File: config.mk
export PLATFORM = sky130hd
export DESIGN_NAME = ght_front
export DESIGN_NICKNAME = d
export VERILOG_FILES = /design/src/hdl/ght_pkg.sv /design/src/hdl/ght_front.sv
export SDC_FILE = /design/constraint.sdc
export NUM_CORES = 1
export LEC_CHECK = 0
export BUFFER_PORTS_ARGS = -buffer_cell sky130_fd_sc_hd__buf_2
export CAP_MARGIN = 20
export CELL_PAD_IN_SITES_DETAIL_PLACEMENT = 0
export CELL_PAD_IN_SITES_GLOBAL_PLACEMENT = 1
export CORE_MARGIN = 4
export CORE_UTILIZATION = 48
export DETAILED_ROUTE_END_ITERATION = 7
export PLACE_DENSITY_LB_ADDON = 0.1
export SLEW_MARGIN = 0
export SYNTH_ARGS = -nofsm -noshare
export SYNTH_HDL_FRONTEND = slang
export SYNTH_SLANG_ARGS = --single-unit
File: constraint.sdc
create_clock -name clk -period 9.4 [get_ports clk]
set_clock_uncertainty 0.2 [all_clocks]
set_input_delay 0 -clock clk [delete_from_list [all_inputs] [get_ports clk]]
set_output_delay 0 -clock clk [all_outputs]
set_load 0.005 [all_outputs]
File: src/hdl/ght_pkg.sv
// ----------------------------------------------------------------------------
// ght_pkg
// Shared types and constants for the generational handle table.
// ----------------------------------------------------------------------------
package ght_pkg;

	localparam int HANDLE_BITS  = 32;
	localparam int INDEX_BITS   = 24;
	localparam int GEN_BITS     = 8;
	localparam int KIND_BITS    = 2;
	localparam int PORT_PAYLOAD = 32;
	localparam int S_TDATA_BITS = 72;
	localparam int M_TDATA_BITS = 72;

	localparam logic [GEN_BITS-1:0] GEN_FIRST = 8'd1;
	localparam logic [GEN_BITS-1:0] GEN_LAST  = 8'd255;

	typedef enum logic [1:0] {
		CMD_ALLOC   = 2'd0,
		CMD_LOOKUP  = 2'd1,
		CMD_RELEASE = 2'd2,
		CMD_NOP     = 2'd3
	} cmd_t;

	typedef enum logic [2:0] {
		ST_OK      = 3'd0,
		ST_INVALID = 3'd1,
		ST_STALE   = 3'd2,
		ST_KIND    = 3'd3,
		ST_FULL    = 3'd4
	} status_t;

	typedef enum logic {
		BK_IDLE = 1'b0,
		BK_EXEC = 1'b1
	} back_state_t;

	// classified request passed from front to back
	typedef struct packed {
		cmd_t                     cmd;
		logic [INDEX_BITS-1:0]    idx;
		logic [GEN_BITS-1:0]      gen;
		logic                     idx_bad;   // zero index, or at or beyond table size
		logic [KIND_BITS-1:0]     kind;
		logic                     check;
		logic [PORT_PAYLOAD-1:0]  payload;
	} req_t;

endpackage

File: src/hdl/ght_front.sv
// ----------------------------------------------------------------------------
// ght_front
// Accepts input words, splits the handle, flags bad indexes and holds the
// requests in a two-entry queue for the back end.
// ----------------------------------------------------------------------------
module ght_front #(
	parameter int SLOTS = 256
) (
	input  logic                            clk,
	input  logic                            arst_n,
	input  logic                            s_tvalid,
	output logic                            s_tready,
	input  logic [ght_pkg::S_TDATA_BITS-1:0] s_tdata,
	input  logic [1:0]                      s_tuser,
	output logic                            req_valid,
	output ght_pkg::req_t                   req,
	input  logic                            req_pop
);
	import ght_pkg::*;

	req_t        q_mem_q [2];
	logic        wr_ptr_q;
	logic        rd_ptr_q;
	logic [1:0]  count_q;
	logic        push;
	req_t        cls;
	logic [INDEX_BITS-1:0] idx;

	assign idx = s_tdata[INDEX_BITS-1:0];

	always_comb begin
		cls.cmd     = cmd_t'(s_tuser);
		cls.idx     = idx;
		cls.gen     = s_tdata[HANDLE_BITS-1:INDEX_BITS];
		cls.idx_bad = (idx == '0) ||
			({1'b0, idx} >= (INDEX_BITS+1)'(SLOTS));
		cls.kind    = s_tdata[HANDLE_BITS+KIND_BITS-1:HANDLE_BITS];
		cls.check   = s_tdata[HANDLE_BITS+KIND_BITS];
		cls.payload = s_tdata[HANDLE_BITS+KIND_BITS+PORT_PAYLOAD:HANDLE_BITS+KIND_BITS+1];
	end

	assign s_tready  = (count_q != 2'd2);
	assign push      = s_tvalid && s_tready;
	assign req_valid = (count_q != 2'd0);
	assign req       = q_mem_q[rd_ptr_q];

	always_ff @(posedge clk) begin
		if (push) begin
			q_mem_q[wr_ptr_q] <= cls;
		end
	end

	always_ff @(posedge clk or negedge arst_n) begin
		if (!arst_n) begin
			wr_ptr_q <= 1'b0;
			rd_ptr_q <= 1'b0;
			count_q  <= 2'd0;
		end else begin
			if (push) begin
				wr_ptr_q <= ~wr_ptr_q;
			end
			if (req_pop && req_valid) begin
				rd_ptr_q <= ~rd_ptr_q;
			end
			count_q <= count_q + 2'(push) - 2'(req_pop && req_valid);
		end
	end

	a_count_bound: assert property (@(posedge clk) disable iff (!arst_n)
		count_q != 2'd3)
		else $error("queue count out of range");

endmodule

==> metrics.md, run 1 <==
| Metric | Value |
|---|---|
| Lkg Pwr | roughly 3.1 nW |
| Via Count | roughly 3.0k |
| Placed cells | between 500 and 600 |
| GRT met3 Usage | under 10% |
| Die height | about 120 um |
| Seq/Total Area, Yosys | between 70% and 80% |
| Status | complete, no violations |
| Max incr delay on CP | ~0.78 ns |
| Maximum number of pins on one net before global-route repair | 71 |
| Initial Util | around 49% |
| Final instance area | 0.00772 mm^2 |
| Synthesis-to-finish area growth | 36.5% |
| Setup TNS | 0 ns |
| GRT overflow | 0 |
| Die W | 117 um |
| Layout fillers | 800 |
| Post-Layout Cell Count | 629 |
| CTS resizes | 0 |
| Longest Clk Path Bufs | 2 |
| FF+latch count, synth | 144 |
| Share of layout cells above drive strength 1 | 50.8% |
| Max Slew Vio Count | 0 |
| CP cell instances | buf_4 -> mux2_4 -> buf_2 |
| Setup crit end kind | output pin |
| Final WL | a little under 10 mm |
| Cell Pwr Density | between 200 and 300 mW/mm^2 |
| Final hold violation count | 0 |
| # setup viols final | 0 |
| Row cnt | 39 |
| Skew-Pair Late Insertion Delay | roughly 0.4 ns |
| Commonest non-fill, non-tap cell in the layout | buf_2 |
| Yosys cell types | 19 |
| Max_slew headroom | roughly 34% |
| Worst Path Max Fanout | 46 |
| DRC violations left | 0 |
| # IOs | 150 |
| Clock root buffer | clkbuf_16 |
| Final Cycle Share | between 20 and 30% |
| GRT Util Overall | roughly 15% |
| GP Congestion | 0.676 |
| RSZ-0062 raised after global routing | no |
| Via density | between 4 and 5 |
| First-pass GRT wire length | approximately 15 mm |
| Die area | roughly 0.014 mm^2 |
| WP data required | about 9 ns |
| Final ANT Viol Nets | 0 |
| I/O Buffers | between 100 and 150 |
| H-tree depth | 4 |
| CTS Sinks | approximately 140 |
| Worst vdd ir | around 0.16 mV |
| CP max stage cell | buf_4 |
| Clock tree from TritonCTS | built |
| Worst hold margin | 0.115 ns |
| Core footprint | around 0.011 mm^2 |
| 1st-iter DRT viols | 121 |
| Met2 global-route usage | 26.2% |
| Vias in the first global route | about 3.2k |
| CP Launch Type | flop |
| Min Tclk post-route | approximately 2.6 ns |
| Synthesized area | 0.00565 mm^2 |
| Most frequent cells in the layout | buf_2, edfxtp_1, dlygate4sd3_1 |
| YS warnings | 0 |
| CTS buffer count | 17 |
| Pre-antenna DRT Iters | 4 |
| Busiest grt layer | met2 |
| Worst Tran Pin Value | approximately 0.99 ns |
| Average size of a mapped cell | 23.3 um^2 |
| FMAX | about 380 MHz |
| Routed len/inst | approximately 16 um |
| Maxcap violations | 0 |
| N_diodes | 0 |
| GR met1 Demand/Resource | 16.9% |
| Gate Count Post-Synth | 243 |
| Initial antenna violation count | 0 |
| Mapped Nets | approximately 320 |
| Worst min-delay path category | in -> reg |
| Arrival @ worst endpoint | between 2 and 2.5 ns |
| Placed instance area | ~0.0064 mm^2 |
| Critical path class | reg -> out |
| Clk slew on worst S/H paths | roughly 0.05 ns |
| Layout net count | around 550 |
==> kinds of logic after synthesis <==
group / share of synthesized area [%]
buffers and inverters: 2.74
adder cells (fa/ha/maj): 0.443
AND/OR/NAND/NOR: 1.39
AO/OA/AOI/OAI: 0.133
XOR/XNOR: 0.620
multiplexers: 18.5
flip-flops: 76.1
==> sequential cells by signal, summed over array words and instances (netlist names) <==
name / count
q_mem_q: 140
rd_ptr_q: 1
count_q: 2
wr_ptr_q: 1
==> per-layer routing <==
| layer | share of wire [%] | wire [um] | vias up |
|---|---|---|---|
| met5 | 0 | 0 | - |
| met4 | 1.7 | 168 | 0 |
| met3 | 7.4 | 731 | 15 |
| met2 | 51 | 5080 | 93 |
| met1 | 39 | 3900 | 1435 |
| li1 | - | - | 1432 |
==> metrics by stage <==
stage,util (%),power (mW),setup slack (ns)
after global routing,67.3,2.32,6.62
final,67.3,2.20,6.76
after floorplan,-,1.42,5.16
after detailed placement,56.1,1.59,6.98
after CTS,67.3,2.24,6.70
after global placement,56.1,1.58,6.98
==> power by group <==
group          switching (mW)  leakage [nW]  internal [mW]  total [mW]
Combinational           0.268          1.50          0.367       0.634
Clock                   0.233         0.265          0.386       0.619
Sequential             0.0656          1.34          0.882       0.947
==> layout make-up <==
cell class / instances / area, um^2 / share of cell area, %
Clock inverter: 12 / 119 / 1.54
Tap cell: 143 / 179 / 2.32
Timing Repair Buffer: 219 / 1470 / 19.0
Multi-Input combinational cell: 90 / 1210 / 15.6
Clock buffer: 20 / 437 / 5.66
Sequential cell: 144 / 4310 / 55.8
Inverter: 1 / 3.75 / 0.0486
==> Yosys cell counts, drive strengths merged <==
cell type | count | area share [%]
a21o | 1 | 0.13
nand2b | 1 | 0.11
mux2 | 70 | 19
edfxtp | 140 | 74
dfrtp | 4 | 1.8
and3 | 1 | 0.11
nor4 | 6 | 0.66
nand4 | 1 | 0.11
and2 | 1 | 0.15
buf | 8 | 2.7
or2 | 1 | 0.11
ha | 2 | 0.44
inv | 1 | 0.066
xnor2 | 3 | 0.46
nand2 | 1 | 0.066
xor2 | 1 | 0.15
nor2 | 1 | 0.066
==> worst paths after layout <==
check | from | end | depth (start not counted) | slack [ns]
min in group asynchronous | arst_n | wr_ptr_q | 3 | 0.30
worst min register to register | count_q[0] | count_q[0] | 1 | 0.33
max in group asynchronous | arst_n | rd_ptr_q | 3 | 8.51
worst min-delay path | s_tuser[1] | q_mem_q[1][69] | 2 | 0.11
worst max-delay path | rd_ptr_q | req[54] | 3 | 6.76
worst max register to register | count_q[1] | q_mem_q[0][48] | 4 | 7.02
==> critical path, delay by kind of cell, from the launching register on <==
| kind | cells | cell delay [ns] |
|---|---|---|
| multiplexers | 1 | 0.36 |
| buffers and inverters | 2 | 0.91 |
| flip-flops | 1 | 0.73 |
==> what timing repair did <==
item | in CTS | in global routing
setup endpoints to repair | 0 | 0
buffers inserted | 0 | 0
hold buffers | 73 | 0
endpoints found under the hold margin | 162 | 0
No activity file was read; power rests on OpenSTA's default activity.
==> run 2, diff against run 1 <==
--- a/config.mk
+++ b/config.mk
@@ -10,7 +10,7 @@
 export CELL_PAD_IN_SITES_DETAIL_PLACEMENT = 0
 export CELL_PAD_IN_SITES_GLOBAL_PLACEMENT = 1
 export CORE_MARGIN = 4
-export CORE_UTILIZATION = 48
+export CORE_UTILIZATION = 44
 export DETAILED_ROUTE_END_ITERATION = 7
 export PLACE_DENSITY_LB_ADDON = 0.1
 export SLEW_MARGIN = 0
==> constraint.sdc (replaced) <==
create_clock -name clk -period 2.6 [get_ports clk]
set_clock_uncertainty 0.2 [all_clocks]
set_input_delay 0 -clock clk [delete_from_list [all_inputs] [get_ports clk]]
set_output_delay 0 -clock clk [all_outputs]
set_load 0.005 [all_outputs]
==> metrics.md, run 2 (synthesized netlist as in run 1, its figures left out) <==
| Metric | Value |
|---|---|
| Status | complete, no violations |
| I/O Buffers | 144 (unchanged) |
| Worst min-delay path category | in -> reg |
| Initial Util | 44.8% (-4.5 points) |
| Share of layout cells above drive strength 1 | 50.1% (-0.72 points) |
| Setup crit end kind | output pin |
| WP data required | 2.40 ns (-6.80 ns) |
| Arrival @ worst endpoint | 1.95 ns (-0.49 ns) |
| GRT overflow | 0 (unchanged) |
| R2r setup slk | 0.74 ns (-6.28 ns) |
| Layout net count | 557 (+0.72%) |
| CTS resizes | 0 (unchanged) |
| Largest register FFs | 140 (unchanged) |
| Via Count | 2997 (+0.74%) |
| 1st-iter DRT viols | 170 (+40%) |
| Final Cycle Share | ~83% |
| CTS Sinks | 144 (unchanged) |
| CP max stage cell | dfrtp_4 |
| Register with the most flip-flops | q_mem_q |
| DRC violations left | 0 (unchanged) |
| CP Launch Type | flop |
| Commonest non-fill, non-tap cell in the layout | buf_2 |
| # setup viols final | 0 (unchanged) |
| FMAX | between 400 and 500 MHz |
| RSZ-0062 raised after global routing | no |
| GP Congestion | 0.695 (+2.8%) |
| Critical path class | reg -> out |
| Synthesis-to-finish area growth | 37.8% |
| Internal | 5.86 mW (+260%) |
| CP cell instances | buf_12 -> mux2_4 -> buf_2 |
| First-pass GRT wire length | 15.2 mm (-0.99%) |
| Hpwl dp | 6.43 mm |
| Die height | 121 um (+4.1%) |
| Top Registers | q_mem_q (140), count_q (2) |
| Initial antenna violation count | 0 (unchanged) |
| GRT Util Overall | 13.9% (-1.3 points) |
| Setup TNS | 0 ns (unchanged) |
| Max Slew Vio Count | 0 (unchanged) |
| Skew-Pair Late Insertion Delay | 0.41 ns (about the same) |
| Die W | 121 um (+4.1%) |
| Core footprint | 0.0126 mm^2 (+10%) |
| Final ANT Viol Nets | 0 (unchanged) |
| Max incr delay on CP | 0.69 ns (-0.09 ns) |
| Maxcap violations | 0 (unchanged) |
| N_diodes | 0 (unchanged) |
| Final hold violation count | 0 (unchanged) |
| Sequential share of power | 42.9% (about the same) |
| Most frequent cells in the layout | buf_2, edfxtp_1, dlygate4sd3_1 |
| Vias in the first global route | 3088 (-2.1%) |
| Clock tree from TritonCTS | built |
| Sw power | 2.05 mW (+260%) |
| Longest Clk Path Bufs | 2 (unchanged) |
| Via density | 4.53 (-4.1%) |
| Sw Ratio | 25.9% (+0.15 points) |
| Row cnt | 41 (+5.1%) |
| Routed len/inst | 15.2 um (-3.2%) |
| Combinational Power Share | 30.6% (+1.8 points) |
| Lkg Pwr | 3.13 nW (+0.65%) |
| Cell Pwr Density | 1010 mW/mm^2 (+260%) |
| Worst hold margin | 0.112 ns (-0.00274 ns) |
| Buf/Inv on CP | 2 (unchanged) |
| Maximum number of pins on one net before global-route repair | 38 (-46%) |
| Worst Tran Pin Value | 0.457 ns (-0.529 ns) |
| Pre-antenna DRT Iters | 4 (unchanged) |
| Clock root buffer | clkbuf_16 |
| Worst Path Max Fanout | 37 (-20%) |
| CTS buffer count | 17 (unchanged) |
| Worst vdd ir | 0.620 mV (+280%) |
| Min Tclk post-route | between 2 and 2.5 ns |
| # IOs | 150 (unchanged) |
| Kind of cell adding the most delay to the critical path | flip-flops |
| Clock Power Share | 26.5% (-1.6 points) |
| Max_slew headroom | 69.5% (+35 points) |
| Die area | 0.0147 mm^2 (+8.5%) |
| H-tree depth | 4 (unchanged) |
| Final WL | 10.0 mm (+1.7%) |
| Clk slew on worst S/H paths | 0.05 ns (about the same) |
-- run 2: cell count changes in the layout (fill, tap and decap cells not counted) --
cell | previous run | this run
bufinv_16 | 2 | 1
clkinv_2 | 4 | 2
buf_12 | 0 | 4
clkbuf_1 | 3 | 4
clkinv_1 | 2 | 6
clkinvlp_4 | 3 | 0
-- run 2: through the flow --
step	cells	area [um^2]	setup slack, ns	utilization (%)	power (mW)
6_report	661	7790	0.451	61.7	7.91
5_1_grt	661	7790	0.358	61.7	8.33
4_1_cts	661	7790	0.401	61.7	8.05
3_5_place_dp	557	6550	0.703	51.9	5.84
3_3_place_gp	557	6550	0.733	51.9	5.82
2_1_floorplan	243	5660	0.304	-	5.12
-- run 2: per-layer routing --
metal | up-vias | share of wire (%) | global-route usage (%)
met4 | 0 | 1.6 | 7.35
li1 | 1437 | - | -
met1 | 1445 | 42 | 15.9
met2 | 102 | 49 | 22.4
met5 | - | 0 | 0
met3 | 13 | 7.7 | 5.73
-- run 2: final timing paths --
path	from	endpoint	cells past startpoint
worst max register to register	count_q[1]	q_mem_q[0][46]	4
worst min register to register	count_q[0]	count_q[0]	1
min in group asynchronous	arst_n	wr_ptr_q	3
worst max-delay path	rd_ptr_q	req[49]	3
max in group asynchronous	arst_n	rd_ptr_q	3
worst min-delay path	s_tdata[24]	q_mem_q[1][36]	2
-- run 2: cell type report --
cell class                      count  area, um^2
Clock inverter                     10        71.3
Timing Repair Buffer              223        1550
Fill cell                         986        4830
Clock buffer                       21         440
Sequential cell                   144        4310
Tap cell                          172         215
Multi-Input combinational cell     90        1210
Inverter                            1        3.75
-- run 2: power groups by stage --
| stage | combinational, mW | sequential (mW) | clock (mW) |
|---|---|---|---|
| finish | 2.42 | 3.39 | 2.09 |
| global route | 2.62 | 3.45 | 2.26 |
| CTS | 2.49 | 3.40 | 2.15 |
| detailed placement | 2.39 | 3.45 | 0 |
| global placement | 2.40 | 3.42 | 0 |
| floorplan | 1.79 | 3.33 | 0 |
-- run 2: timing repair --
item	in CTS	in global routing
setup buffers	0	0
hold endpoints to repair	158	0
hold buffers	73	0
-- run 2: worst register-to-register path: stages (launching register included) --
cell	delay, ns
dfrtp_1	0.40
nand2b_1	0.12
nand2_1	0.14
nor2_4	0.40
buf_12	0.27
==> run 3, diff against run 2 <==
--- a/config.mk
+++ b/config.mk
@@ -10,7 +10,7 @@
 export CELL_PAD_IN_SITES_DETAIL_PLACEMENT = 0
 export CELL_PAD_IN_SITES_GLOBAL_PLACEMENT = 1
 export CORE_MARGIN = 4
-export CORE_UTILIZATION = 44
+export CORE_UTILIZATION = 40
 export DETAILED_ROUTE_END_ITERATION = 7
 export PLACE_DENSITY_LB_ADDON = 0.1
 export SLEW_MARGIN = 0
==> constraint.sdc (replaced) <==
create_clock -name clk -period 1.75 [get_ports clk]
set_clock_uncertainty 0.2 [all_clocks]
set_input_delay 0 -clock clk [delete_from_list [all_inputs] [get_ports clk]]
set_output_delay 0 -clock clk [all_outputs]
set_load 0.005 [all_outputs]
==> metrics.md, run 3 (synthesized netlist as in run 1, its figures left out) <==
| Metric | Value |
|---|---|
| Status | finished with violations |
| Failing checks | negative setup slack |
| GRT overflow | 0 (unchanged) |
| Most frequent cells in the layout | edfxtp_1, buf_2, dlygate4sd3_1 |
| Synthesis-to-finish area growth | 49.3% |
| CTS buffer count | 17 (unchanged) |
| Longest Clk Path Bufs | 2 (unchanged) |
| CP max stage cell | dfrtp_4 |
| Die area | 0.0161 mm^2 (+9.3%) |
| Top Registers | q_mem_q (140), count_q (2) |
| CP Launch Type | flop |
| Final ANT Viol Nets | 0 (unchanged) |
| Die height | 127 um (+4.6%) |
| Clock tree from TritonCTS | built |
| First-pass GRT wire length | 16.9 mm (+11%) |
| Lkg Pwr | 3.39 nW (+8.2%) |
| R2r setup slk | 0.05 ns (-0.69 ns) |
| Setup TNS | -5.03 ns (-5.03 ns) |
| DRC violations left | 0 (unchanged) |
| Commonest non-fill, non-tap cell in the layout | edfxtp_1 |
| # IOs | 150 (unchanged) |
| Worst min-delay path category | in -> reg |
| Max Slew Vio Count | 0 (unchanged) |
| WP data required | 1.55 ns (-0.85 ns) |
| Via Count | 3103 (+3.5%) |
| 1st-iter DRT viols | 130 (-24%) |
| FMAX | 545 MHz |
| Setup crit end kind | output pin |
| Row cnt | 43 (+4.9%) |
| GRT Util Overall | 14.0% (+0.041 points) |
| Hpwl dp | 6.90 mm (+7.3%) |
| Buf/Inv on CP | 3 (+1) |
| RSZ-0062 raised after global routing | yes |
| Skew-Pair Late Insertion Delay | 0.40 ns (about the same) |
| Initial antenna violation count | 0 (unchanged) |
| Kind of cell adding the most delay to the critical path | flip-flops |
| Maxcap violations | 0 (unchanged) |
| Register with the most flip-flops | q_mem_q |
| GP Congestion | 0.698 (+0.35%) |
| Cell Pwr Density | 1590 mW/mm^2 (+56%) |
| Die W | 127 um (+4.6%) |
| Final Cycle Share | 105% |
| Critical path class | reg -> out |
| I/O Buffers | 144 (unchanged) |
| Vias in the first global route | 3225 (+4.4%) |
| Layout fillers | 1066 (+8.1%) |
| Via density | 4.53 (about the same) |
| Final setup margin | -0.0855 ns (-0.536 ns) |
| Largest register FFs | 140 (unchanged) |
| N_diodes | 0 (unchanged) |
| Clock root buffer | clkbuf_16 |
| Clk slew on worst S/H paths | 0.05 ns (about the same) |
| Routed len/inst | 16.3 um (+7.1%) |
| Area of the multi-input gates | 0.00123 mm^2 (+2.4%) |
| CTS Sinks | 144 (unchanged) |
| H-tree depth | 4 (unchanged) |
| Max_slew headroom | 69.3% (-0.16 points) |
| Worst hold margin | 0.117 ns (+0.00516 ns) |
| CP cell instances | buf_6 -> buf_12 -> mux2_4 -> buf_2 |
| Min Tclk post-route | 1.84 ns |
| Layout net count | 572 (+2.7%) |
| Worst Tran Pin Value | 0.456 ns (-0.000788 ns) |
| Final hold violation count | 0 (unchanged) |
| Pre-antenna DRT Iters | 4 (unchanged) |
| Worst vdd ir | 0.909 mV (+47%) |
| Arrival @ worst endpoint | 1.64 ns (-0.31 ns) |
| Maximum number of pins on one net before global-route repair | 37 (-2.6%) |
| Share of layout cells above drive strength 1 | 52.9% (+2.8 points) |
| Initial Util | 40.7% (-4.1 points) |
| Max incr delay on CP | 0.49 ns (-0.20 ns) |
| Tot Pwr | 13.4 mW (+69%) |
| # setup viols final | 70 (+70) |
| Reg area | 0.00431 mm^2 (unchanged) |
| Core footprint | 0.0139 mm^2 (+10%) |
| Final WL | 11.1 mm (+11%) |
| Worst Path Max Fanout | 9 (-76%) |
run 3: power breakdown:
part | switching [mW] | leakage, nW | internal [mW] | total, mW
registers | 0.194 | 1.34 | 4.72 | 4.91
clock network | 1.23 | 0.265 | 2.07 | 3.30
logic | 1.98 | 1.78 | 3.21 | 5.19
total | 3.41 | 3.39 | 9.99 | 13.4
run 3: path summary, 6_finish.rpt:
kind                        startpoint              to  cells after the start
setup / recovery              rd_ptr_q         req[50]                      4
hold / removal             s_tdata[25]  q_mem_q[1][37]                      2
setup reg to reg            count_q[0]      count_q[1]                      6
hold reg to reg             count_q[0]      count_q[0]                      1
max in group asynchronous       arst_n        rd_ptr_q                      3
min in group asynchronous       arst_n        wr_ptr_q                      3
run 3: per-layer routing:
metal | GRT usage (%) | share of wire [%] | vias to the layer above
met5 | 0 | 0 | -
met4 | 6.44 | 1.9 | 0
met3 | 4.38 | 6.2 | 16
met2 | 24.3 | 52 | 93
met1 | 15.7 | 40 | 1525
li1 | - | - | 1469
run 3: through the flow:
step / util [%] / worst slack [ns] / std cells / cell area, um^2
floorplan: - / -0.534 / 243 / 5660
global placement: 48.0 / 0.0571 / 571 / 6670
detailed placement: 48.0 / 0.00561 / 571 / 6670
CTS: 59.9 / -0.113 / 679 / 8320
global route: 60.8 / -0.132 / 685 / 8440
finish: 60.8 / -0.0855 / 685 / 8440
run 3: cell type report:
cell class / instances / share of cell area (%)
multi-input combinational: 90 / 14.6
timing repair buffer: 238 / 25.2
clock inverter: 9 / 1.08
inverter: 1 / 0.0445
clock buffer: 23 / 5.31
sequential: 144 / 51.0
tap: 180 / 2.67
run 3: repair_timing:
item	in CTS	in global routing
cloned	0	2
buffers inserted	3	4
setup endpoints to repair	68	71
hold buffers	73	0
resized for setup	57	9
pin swaps	0	6
hold endpoints to repair	153	0
